**config.mk**
```make
export PLATFORM = sky130hd
export DESIGN_NAME = rpn_stack_calculator
export DESIGN_NICKNAME = d
export VERILOG_FILES = /design/src/sv/rsc_pkg.sv /design/src/sv/rpn_stack_calculator.sv /design/src/sv/rsc_alu.sv
export SDC_FILE = /design/constraint.sdc
export NUM_CORES = 2
export LEC_CHECK = 0
export BUFFER_PORTS_ARGS = -buffer_cell sky130_fd_sc_hd__buf_2
export CORE_AREA = 5 5 623 625
export DETAILED_ROUTE_END_ITERATION = 6
export DIE_AREA = 0 0 628 630
export GPL_ROUTABILITY_DRIVEN = 0
export MAX_ROUTING_LAYER = met4
export PLACE_DENSITY = 0.51
export REMOVE_ABC_BUFFERS = 1
export SYNTH_ARGS = -nofsm -noshare
export SYNTH_HDL_FRONTEND = slang
export SYNTH_HIERARCHICAL = 1
export SYNTH_SLANG_ARGS = --single-unit
```
**constraint.sdc**
```tcl
create_clock -name clk -period 10.2 [get_ports clk]
set_clock_uncertainty 0.15 [all_clocks]
set_input_delay 1.53 -clock clk [delete_from_list [all_inputs] [get_ports clk]]
set_output_delay 1.53 -clock clk [all_outputs]
set_load 0.005 [all_outputs]
```
**src/sv/rsc_pkg.sv**
```systemverilog
// Shared types and constants for the RPN stack calculator.
// Used by rsc_alu and rpn_stack_calculator; depends on nothing else.
package rsc_pkg;

  localparam int unsigned RSC_STACK_DEPTH = 64;
  localparam int unsigned DATA_W          = 32;

  // Instruction codes carried on the input tuser
  typedef enum logic [2:0] {
    FN_PUSH = 3'd0,
    FN_OUT  = 3'd1,
    FN_ADD  = 3'd2,
    FN_SUB  = 3'd3,
    FN_DIV  = 3'd4,
    FN_MUL  = 3'd5,
    FN_HALT = 3'd6,
    FN_SQRT = 3'd7
  } func_t;

  // Result status codes
  typedef enum logic [2:0] {
    ST_OK      = 3'd0,
    ST_UNDER   = 3'd1,
    ST_OVER    = 3'd2,
    ST_ZDIV    = 3'd3,
    ST_NEGROOT = 3'd4,
    ST_HALT    = 3'd5,
    ST_STOPPED = 3'd6
  } status_t;

  // Operations of the shared arithmetic unit
  typedef enum logic [2:0] {
    ALU_ADD,
    ALU_SUB,
    ALU_MUL,
    ALU_DIV,
    ALU_SQRT
  } alu_op_t;

  // Request to the arithmetic unit: a is the stack top, b the next entry
  typedef struct packed {
    logic              start;
    alu_op_t           op;
    logic [DATA_W-1:0] opa;
    logic [DATA_W-1:0] opb;
  } alu_req_t;

  // Response from the arithmetic unit: done pulses for one cycle
  typedef struct packed {
    logic              done;
    logic [DATA_W-1:0] result;
  } alu_rsp_t;

endpackage

```
**src/sv/rpn_stack_calculator.sv**
```systemverilog
// RPN stack calculator: one instruction per transaction, one result each.
// Push, halt, stopped and errors found at once go straight to the response; output and
// negative root follow the top read, zero divisor the second read, and add, subtract,
// multiply, square root and divide wait for rsc_alu and its bit-a-cycle loops.
// One item is in work at a time; the next is taken once the result is loaded.
// Reset (rst_n low, synchronous) empties the stack and clears the stopped flag.
module rpn_stack_calculator #(
  parameter int unsigned STACK_DEPTH = rsc_pkg::RSC_STACK_DEPTH
) (
  input  logic        clk,
  input  logic        rst_n,
  input  logic        in_tvalid,
  output logic        in_tready,
  input  logic [31:0] in_tdata,   // [31:0] operand
  input  logic [2:0]  in_tuser,   // [2:0] func
  output logic        out_tvalid,
  input  logic        out_tready,
  output logic [47:0] out_tdata,  // [2:0] status, [34:3] out_value, [41:35] depth_now
  output logic [0:0]  out_tuser   // [0] out_valid
);

  localparam int unsigned AW = (STACK_DEPTH > 1) ? $clog2(STACK_DEPTH) : 1;
  localparam int unsigned PW = $clog2(STACK_DEPTH + 1);

  typedef enum logic [2:0] {
    S_IDLE,
    S_RDA,
    S_RDB,
    S_WAIT,
    S_RESP
  } state_t;

  state_t             state_r;
  rsc_pkg::func_t     func_r;
  rsc_pkg::status_t   status_r;
  logic [PW-1:0]      sp_r;
  logic               stopped_r;
  logic [31:0]        a_r;
  logic [31:0]        value_r;
  logic               vflag_r;
  logic               out_tvalid_r;
  logic [47:0]        out_data_r;
  logic               out_user_r;

  logic [31:0]        stack_mem [STACK_DEPTH];
  logic [31:0]        rd_data_r;

  rsc_pkg::func_t     in_func;
  logic               accept;
  logic [PW-1:0]      sp_dec1;
  logic [PW-1:0]      sp_dec2;
  logic [AW-1:0]      top_addr;
  logic [AW-1:0]      next_addr;
  logic               wr_en;
  logic [AW-1:0]      wr_addr;
  logic [31:0]        wr_data;
  logic               rd_en;
  logic [AW-1:0]      rd_addr;
  rsc_pkg::alu_req_t  alu_req;
  rsc_pkg::alu_rsp_t  alu_rsp;
  rsc_pkg::alu_op_t   bin_op;

  assign in_func   = rsc_pkg::func_t'(in_tuser);
  assign in_tready = (state_r == S_IDLE);
  assign accept    = in_tvalid && in_tready;
  assign sp_dec1   = sp_r - PW'(1);
  assign sp_dec2   = sp_r - PW'(2);
  assign top_addr  = sp_dec1[AW-1:0];
  assign next_addr = sp_dec2[AW-1:0];

  // Map binary instructions onto the unit's operations
  always_comb begin
    case (func_r)
      rsc_pkg::FN_SUB: bin_op = rsc_pkg::ALU_SUB;
      rsc_pkg::FN_MUL: bin_op = rsc_pkg::ALU_MUL;
      rsc_pkg::FN_DIV: bin_op = rsc_pkg::ALU_DIV;
      default:         bin_op = rsc_pkg::ALU_ADD;
    endcase
  end

  // Stack memory ports and unit requests
  always_comb begin
    wr_en         = 1'b0;
    wr_addr       = sp_r[AW-1:0];
    wr_data       = in_tdata;
    rd_en         = 1'b0;
    rd_addr       = top_addr;
    alu_req.start = 1'b0;
    alu_req.op    = bin_op;
    alu_req.opa   = a_r;
    alu_req.opb   = rd_data_r;
    case (state_r)
      S_IDLE: begin
        if (accept) begin
          rd_en = 1'b1;
          if (!stopped_r && in_func == rsc_pkg::FN_PUSH && sp_r < PW'(STACK_DEPTH)) begin
            wr_en = 1'b1;
          end
        end
      end
      S_RDA: begin
        if (func_r == rsc_pkg::FN_SQRT) begin
          alu_req.start = ~rd_data_r[31];
          alu_req.op    = rsc_pkg::ALU_SQRT;
          alu_req.opa   = rd_data_r;
        end else if (func_r != rsc_pkg::FN_OUT) begin
          rd_en   = 1'b1;
          rd_addr = next_addr;
        end
      end
      S_RDB: begin
        alu_req.start = !(func_r == rsc_pkg::FN_DIV && a_r == 32'd0);
      end
      S_WAIT: begin
        if (alu_rsp.done) begin
          wr_en   = 1'b1;
          wr_addr = (func_r == rsc_pkg::FN_SQRT) ? top_addr : next_addr;
          wr_data = alu_rsp.result;
        end
      end
      default: begin
      end
    endcase
  end

  // Stack memory: one write and one registered read a cycle
  always_ff @(posedge clk) begin
    if (wr_en) begin
      stack_mem[wr_addr] <= wr_data;
    end
    if (rd_en) begin
      rd_data_r <= stack_mem[rd_addr];
    end
  end

  rsc_alu u_alu (
    .clk   (clk),
    .rst_n (rst_n),
    .req   (alu_req),
    .rsp   (alu_rsp)
  );

  // Instruction sequencer and output register
  always_ff @(posedge clk) begin
    if (!rst_n) begin
      state_r      <= S_IDLE;
      sp_r         <= '0;
      stopped_r    <= 1'b0;
      out_tvalid_r <= 1'b0;
    end else begin
      if (out_tvalid_r && out_tready) begin
        out_tvalid_r <= 1'b0;
      end
      case (state_r)
        S_IDLE: begin
          if (accept) begin
            func_r  <= in_func;
            value_r <= '0;
            vflag_r <= 1'b0;
            status_r <= rsc_pkg::ST_OK;
            state_r <= S_RESP;
            if (stopped_r) begin
              status_r <= rsc_pkg::ST_STOPPED;
            end else begin
              case (in_func)
                rsc_pkg::FN_PUSH: begin
                  if (sp_r >= PW'(STACK_DEPTH)) begin
                    status_r  <= rsc_pkg::ST_OVER;
                    stopped_r <= 1'b1;
                  end else begin
                    sp_r <= sp_r + PW'(1);
                  end
                end
                rsc_pkg::FN_HALT: begin
                  status_r  <= rsc_pkg::ST_HALT;
                  stopped_r <= 1'b1;
                end
                rsc_pkg::FN_OUT, rsc_pkg::FN_SQRT: begin
                  if (sp_r == '0) begin
                    status_r  <= rsc_pkg::ST_UNDER;
                    stopped_r <= 1'b1;
                  end else begin
                    state_r <= S_RDA;
                  end
                end
                default: begin
                  if (sp_r < PW'(2)) begin
                    status_r  <= rsc_pkg::ST_UNDER;
                    stopped_r <= 1'b1;
                  end else begin
                    state_r <= S_RDA;
                  end
                end
              endcase
            end
          end
        end
        S_RDA: begin
          a_r <= rd_data_r;
          case (func_r)
            rsc_pkg::FN_OUT: begin
              value_r <= rd_data_r;
              vflag_r <= 1'b1;
              sp_r    <= sp_dec1;
              state_r <= S_RESP;
            end
            rsc_pkg::FN_SQRT: begin
              if (rd_data_r[31]) begin
                status_r  <= rsc_pkg::ST_NEGROOT;
                stopped_r <= 1'b1;
                state_r   <= S_RESP;
              end else begin
                state_r <= S_WAIT;
              end
            end
            default: begin
              state_r <= S_RDB;
            end
          endcase
        end
        S_RDB: begin
          if (func_r == rsc_pkg::FN_DIV && a_r == 32'd0) begin
            status_r  <= rsc_pkg::ST_ZDIV;
            stopped_r <= 1'b1;
            state_r   <= S_RESP;
          end else begin
            state_r <= S_WAIT;
          end
        end
        S_WAIT: begin
          // Drop one entry for binary operations once the result is written
          if (alu_rsp.done) begin
            if (func_r != rsc_pkg::FN_SQRT) begin
              sp_r <= sp_dec1;
            end
            state_r <= S_RESP;
          end
        end
        S_RESP: begin
          // Load the output register once it is free
          if (!out_tvalid_r || out_tready) begin
            out_tvalid_r <= 1'b1;
            out_data_r   <= {6'd0, 7'(sp_r), value_r, status_r};
            out_user_r   <= vflag_r;
            state_r      <= S_IDLE;
          end
        end
        default: begin
          state_r <= S_IDLE;
        end
      endcase
    end
  end

  assign out_tvalid   = out_tvalid_r;
  assign out_tdata    = out_data_r;
  assign out_tuser[0] = out_user_r;

endmodule

```
**src/sv/rsc_alu.sv**
```systemverilog
// Shared arithmetic unit: add, subtract, multiply in one step, signed divide
// one quotient bit a cycle and floor square root one root bit a cycle.
// Depends on rsc_pkg for the request and response structs.
module rsc_alu (
  input  logic              clk,
  input  logic              rst_n,
  input  rsc_pkg::alu_req_t req,
  output rsc_pkg::alu_rsp_t rsp
);

  typedef enum logic [1:0] {
    A_IDLE,
    A_DIV,
    A_SQRT,
    A_FIX
  } astate_t;

  astate_t     state_r;
  logic [4:0]  cnt_r;
  logic [31:0] rem_r;
  logic [31:0] shf_r;
  logic [31:0] dvs_r;
  logic [15:0] root_r;
  logic        neg_r;
  logic [31:0] res_r;
  logic        done_r;

  logic [33:0] min_op;
  logic [33:0] sub_op;
  logic [33:0] diff;
  logic        fits;
  logic [15:0] root_nxt;
  logic [31:0] a_abs;
  logic [31:0] b_abs;
  logic [31:0] prod;

  // Select operands of the shared subtractor for each iteration
  always_comb begin
    case (state_r)
      A_DIV: begin
        min_op = {1'b0, rem_r, shf_r[31]};
        sub_op = {2'b00, dvs_r};
      end
      A_SQRT: begin
        min_op = {rem_r, shf_r[31:30]};
        sub_op = {16'd0, root_r, 2'b01};
      end
      A_FIX: begin
        min_op = '0;
        sub_op = {2'b00, shf_r};
      end
      default: begin
        min_op = '0;
        sub_op = '0;
      end
    endcase
  end

  assign diff     = min_op - sub_op;
  assign fits     = ~diff[33];
  assign root_nxt = {root_r[14:0], fits};

  // Magnitudes and product for the start cycle
  assign a_abs = req.opa[31] ? (~req.opa + 32'd1) : req.opa;
  assign b_abs = req.opb[31] ? (~req.opb + 32'd1) : req.opb;
  assign prod  = req.opa * req.opb;

  // Sequencer and result register
  always_ff @(posedge clk) begin
    if (!rst_n) begin
      state_r <= A_IDLE;
      done_r  <= 1'b0;
    end else begin
      done_r <= 1'b0;
      case (state_r)
        A_IDLE: begin
          if (req.start) begin
            case (req.op)
              rsc_pkg::ALU_ADD: begin
                res_r  <= req.opa + req.opb;
                done_r <= 1'b1;
              end
              rsc_pkg::ALU_SUB: begin
                res_r  <= req.opb - req.opa;
                done_r <= 1'b1;
              end
              rsc_pkg::ALU_MUL: begin
                res_r  <= prod;
                done_r <= 1'b1;
              end
              rsc_pkg::ALU_DIV: begin
                dvs_r   <= a_abs;
                shf_r   <= b_abs;
                rem_r   <= '0;
                neg_r   <= req.opa[31] ^ req.opb[31];
                cnt_r   <= '0;
                state_r <= A_DIV;
              end
              rsc_pkg::ALU_SQRT: begin
                shf_r   <= req.opa;
                rem_r   <= '0;
                root_r  <= '0;
                cnt_r   <= '0;
                state_r <= A_SQRT;
              end
              default: begin
                res_r  <= '0;
                done_r <= 1'b1;
              end
            endcase
          end
        end
        A_DIV: begin
          // Restoring step: shift in the next dividend bit, keep it if it fits
          rem_r <= fits ? diff[31:0] : min_op[31:0];
          shf_r <= {shf_r[30:0], fits};
          cnt_r <= cnt_r + 5'd1;
          if (cnt_r == 5'd31) begin
            state_r <= A_FIX;
          end
        end
        A_FIX: begin
          // Apply the quotient sign through the subtractor
          res_r   <= neg_r ? diff[31:0] : shf_r;
          done_r  <= 1'b1;
          state_r <= A_IDLE;
        end
        A_SQRT: begin
          // Bring down two radicand bits, try root*4+1
          rem_r  <= fits ? diff[31:0] : min_op[31:0];
          root_r <= root_nxt;
          shf_r  <= {shf_r[29:0], 2'b00};
          cnt_r  <= cnt_r + 5'd1;
          if (cnt_r == 5'd15) begin
            res_r   <= {16'd0, root_nxt};
            done_r  <= 1'b1;
            state_r <= A_IDLE;
          end
        end
        default: begin
          state_r <= A_IDLE;
        end
      endcase
    end
  end

  assign rsp.done   = done_r;
  assign rsp.result = res_r;

endmodule
```
==> results.md <==
- Chip Height: 630 um
- Initial Utilization: 34.9%
- FFs w/ async S/R, synth: 0%
- Commonest non-fill, non-tap cells in the layout: edfxtp_1 (2344), nand2_1 (1071), mux4_2 (700)
- First-pass GRT wire length: 634000 um
- Max FO, Critical Path: 35
- Slowest CP cell: o31ai_1
- Die Width: 628 um
- Fmax: 104 MHz
- Endpoints failing setup: 0
- Worst skew pair latency: 0.91 ns
- R2R Setup Slk: 0.57 ns
- Clk root buf: clkbuf_16
- Final setup margin: 0.567 ns
- Setup Fix Bufs, Post-CTS: 0
- Yosys warning count: 6
- Max_cap viols: 0
- CTS max path bufs: 4
- TritonRoute pass-1 iters: 6
- IO Pins: 90
- Clk pin slew, worst setup/hold paths: 0.06 ns
- Worst Setup End Kind: register
- RSZ-0062 raised after global routing: false
- Synth Register Bits: 2359
- Via count: 86400
- FILL cells: 35400
- Synth-to-Final Area Change: 11.6%
- Hold buffers post-CTS: 0
- Nets@finish: 10200
- Period minus WS final: 9.63 ns
- # rows: 227
- Largest net degree at the start of global routing: 134
- Commonest non-fill, non-tap cell in the layout: edfxtp_1
- Vias in the first global route: 87400
- Crit path kind: reg2reg
- Seq/Total Area, Yosys: 53.1%
- Req. time, crit path: 10.66 ns
- FF-to-FF End: u_alu/res_r[31]$_DFFE_PP_
- Synth Area per Inst: 13.9 um2
- Total gr overflow: 0
- Total CTS buffers: 274
- Pre-CTS setup slack: 0.636 ns
- Remaining antenna violation count: 0
- WP buf/inv: 6
- DP Wirelength: 271000 um
- 1st-iter DRT viols: 8752
- Status: complete, no violations
- Crit-path most repeated cell: fa_1
- Routed wire length: 445000 um
- CTS tree: yes
- Wirelength per Cell: 30.1 um
- Post-Layout Cell Count: 14800
- CTS Sinks: 2359
- Hold Crit Class: reg2reg
- Drt via density: 5.84
- Worst EP arrival: 10.09 ns
- CP Launch Type: register
- Worst Reg-to-Reg Cells: 28
- Slew Limit Headroom: 4.55%
- EDFF count, synth: 2344
- Setup_tns: 0 ns
- Worst hold start: value_r[25]$_SDFFCE_PP0P_
- Slew at the pin closest to its max-slew limit: 1.42 ns
- Hold path endpoint: out_tdata[28]$_DFFE_PP_
- Total Die Area: 396000 um2
- Slowest stage delay, CP: 0.79 ns
- Slew Limit Fails: 0
- Gate Count Post-Synth: 9604
- Resized Gates After CTS: 0
- CORE AREA: 381000 um2
- Layout cell share with drive strength beyond 1: 17.1%
- Top delay family on crit path: adder cells
- Inst Count DP: 14300
- Cell area after placement: 140000 um2
- H-Tree Depth: 5
- I/O Buffers: 83
- Final critical-path share of the clock period: 94.4%
- Cells on Worst Hold Path: 0
- Finished Cell Area: 148000 um2
- GRT Total Usage: 22.3%
- Initial antenna violation count: 36
- DRC Markers: 0
- R2R Path Start: func_r[2]$_DFFE_PP_
- Yosys cell types: 100
- Commonest register cell after synthesis: edfxtp_1
- Mapped Area: 133000 um2
- Fin. Hold Viols: 0
[state kept, by name (all words and copies together) (netlist names), 2 cells and up]
name / cells
u_alu/res_r: 32
rd_data_r: 32
u_alu/shf_r: 32
u_alu/root_r: 16
a_r: 32
status_r: 3
u_alu/cnt_r: 5
func_r: 3
u_alu/rem_r: 32
stack_mem: 2048
u_alu/state_r: 2
out_tdata: 42
u_alu/dvs_r: 32
sp_r: 7
state_r: 3
value_r: 32
[cell families (layout without fill, tap and decap cells)]
logic type / count (synthesis) / count (layout) / synth area share, %
flops: 2359 / 2359 / 53.1
simple gates: 2334 / 2334 / 8.51
compound gates: 1456 / 1456 / 7.78
mux: 1436 / 1436 / 17.4
buf+inv: 1169 / 1294 / 3.51
fa+ha+maj: 612 / 612 / 8.07
xor+xnor: 237 / 237 / 1.58
other cells: 1 / 19 / 0.00282
[layout make-up]
| cell class | instances | area, um2 | area share, % |
|---|---|---|---|
| multi-input cells | 6081 | 58500 | 39.4 |
| repair buffers | 379 | 2880 | 1.94 |
| clock buffers | 349 | 7350 | 4.95 |
| diodes | 13 | 32.5 | 0.0219 |
| inverters | 430 | 1620 | 1.09 |
| clock inverters | 136 | 1110 | 0.750 |
| well taps | 5038 | 6300 | 4.25 |
| flip-flops and latches | 2359 | 70700 | 47.6 |
[worst max path at each step]
stage                       startpoint                    endpoint  slack [ns]  depth (start not counted)
5_1_grt        state_r[2]$_SDFFE_PN0P_   u_alu/res_r[31]$_DFFE_PP_        0.32                         30
4_1_cts            func_r[2]$_DFFE_PP_   u_alu/res_r[31]$_DFFE_PP_        0.61                         24
3_5_place_dp       func_r[2]$_DFFE_PP_   u_alu/res_r[31]$_DFFE_PP_        0.64                         27
6_report           func_r[2]$_DFFE_PP_   u_alu/res_r[31]$_DFFE_PP_        0.57                         28
2_1_floorplan     sp_r[0]$_SDFFE_PN0P_  stack_mem[12][0]$_DFFE_PP_      -55.03                          6
3_3_place_gp   state_r[0]$_SDFFE_PN0P_   u_alu/res_r[31]$_DFFE_PP_        0.71                         31
[Yosys cell counts, types with 140 or more instances]
master    instances  area share, %
edfxtp_1       2344             53
clkbuf_1        529            1.5
a21oi_1         348            1.3
mux2i_1         691            5.2
and2_1          514            2.4
mux4_2          700             12
a211oi_1        369            2.1
nor2_1          230           0.65
xnor2_1         140           0.92
nand2_1        1104            3.1
fa_1            410            6.2
ha_1            202            1.9
inv_1           426            1.2
[routing by layer]
metal | track usage (%) | part of all wire [%] | vias up
met5 | - | 0 | -
met4 | 6.41 | 3.0 | 0
met3 | 3.45 | 7.7 | 719
met2 | 34.7 | 46 | 3664
met1 | 30.5 | 43 | 45600
li1 | - | - | 36400
[worst register-to-register path: cells and delay by family, from the launching register on]
| kind | cells | cell delay, ns |
|---|---|---|
| muxes | 1 | 0.46 |
| AOI/OAI and AO/OA | 7 | 1.96 |
| buffers and inverters | 6 | 0.69 |
| adders and majority gates | 9 | 4.29 |
| DFF | 1 | 0.52 |
| and+or+nand+nor | 4 | 1.15 |
| xor gates and xnor gates | 1 | 0.16 |
[per-stage QoR]
step | utilization (%) | hold WS (ns)
floorplan | - | 0.250
global placement | 36.7 | 0.259
detailed placement | 36.7 | 0.256
CTS | 38.9 | 0.257
global route | 38.9 | 0.265
finish | 38.9 | 0.262
Power is left out: the tool's default activity adds up to more than one toggle a clock period on the data nets, which glitch-free logic cannot reach.
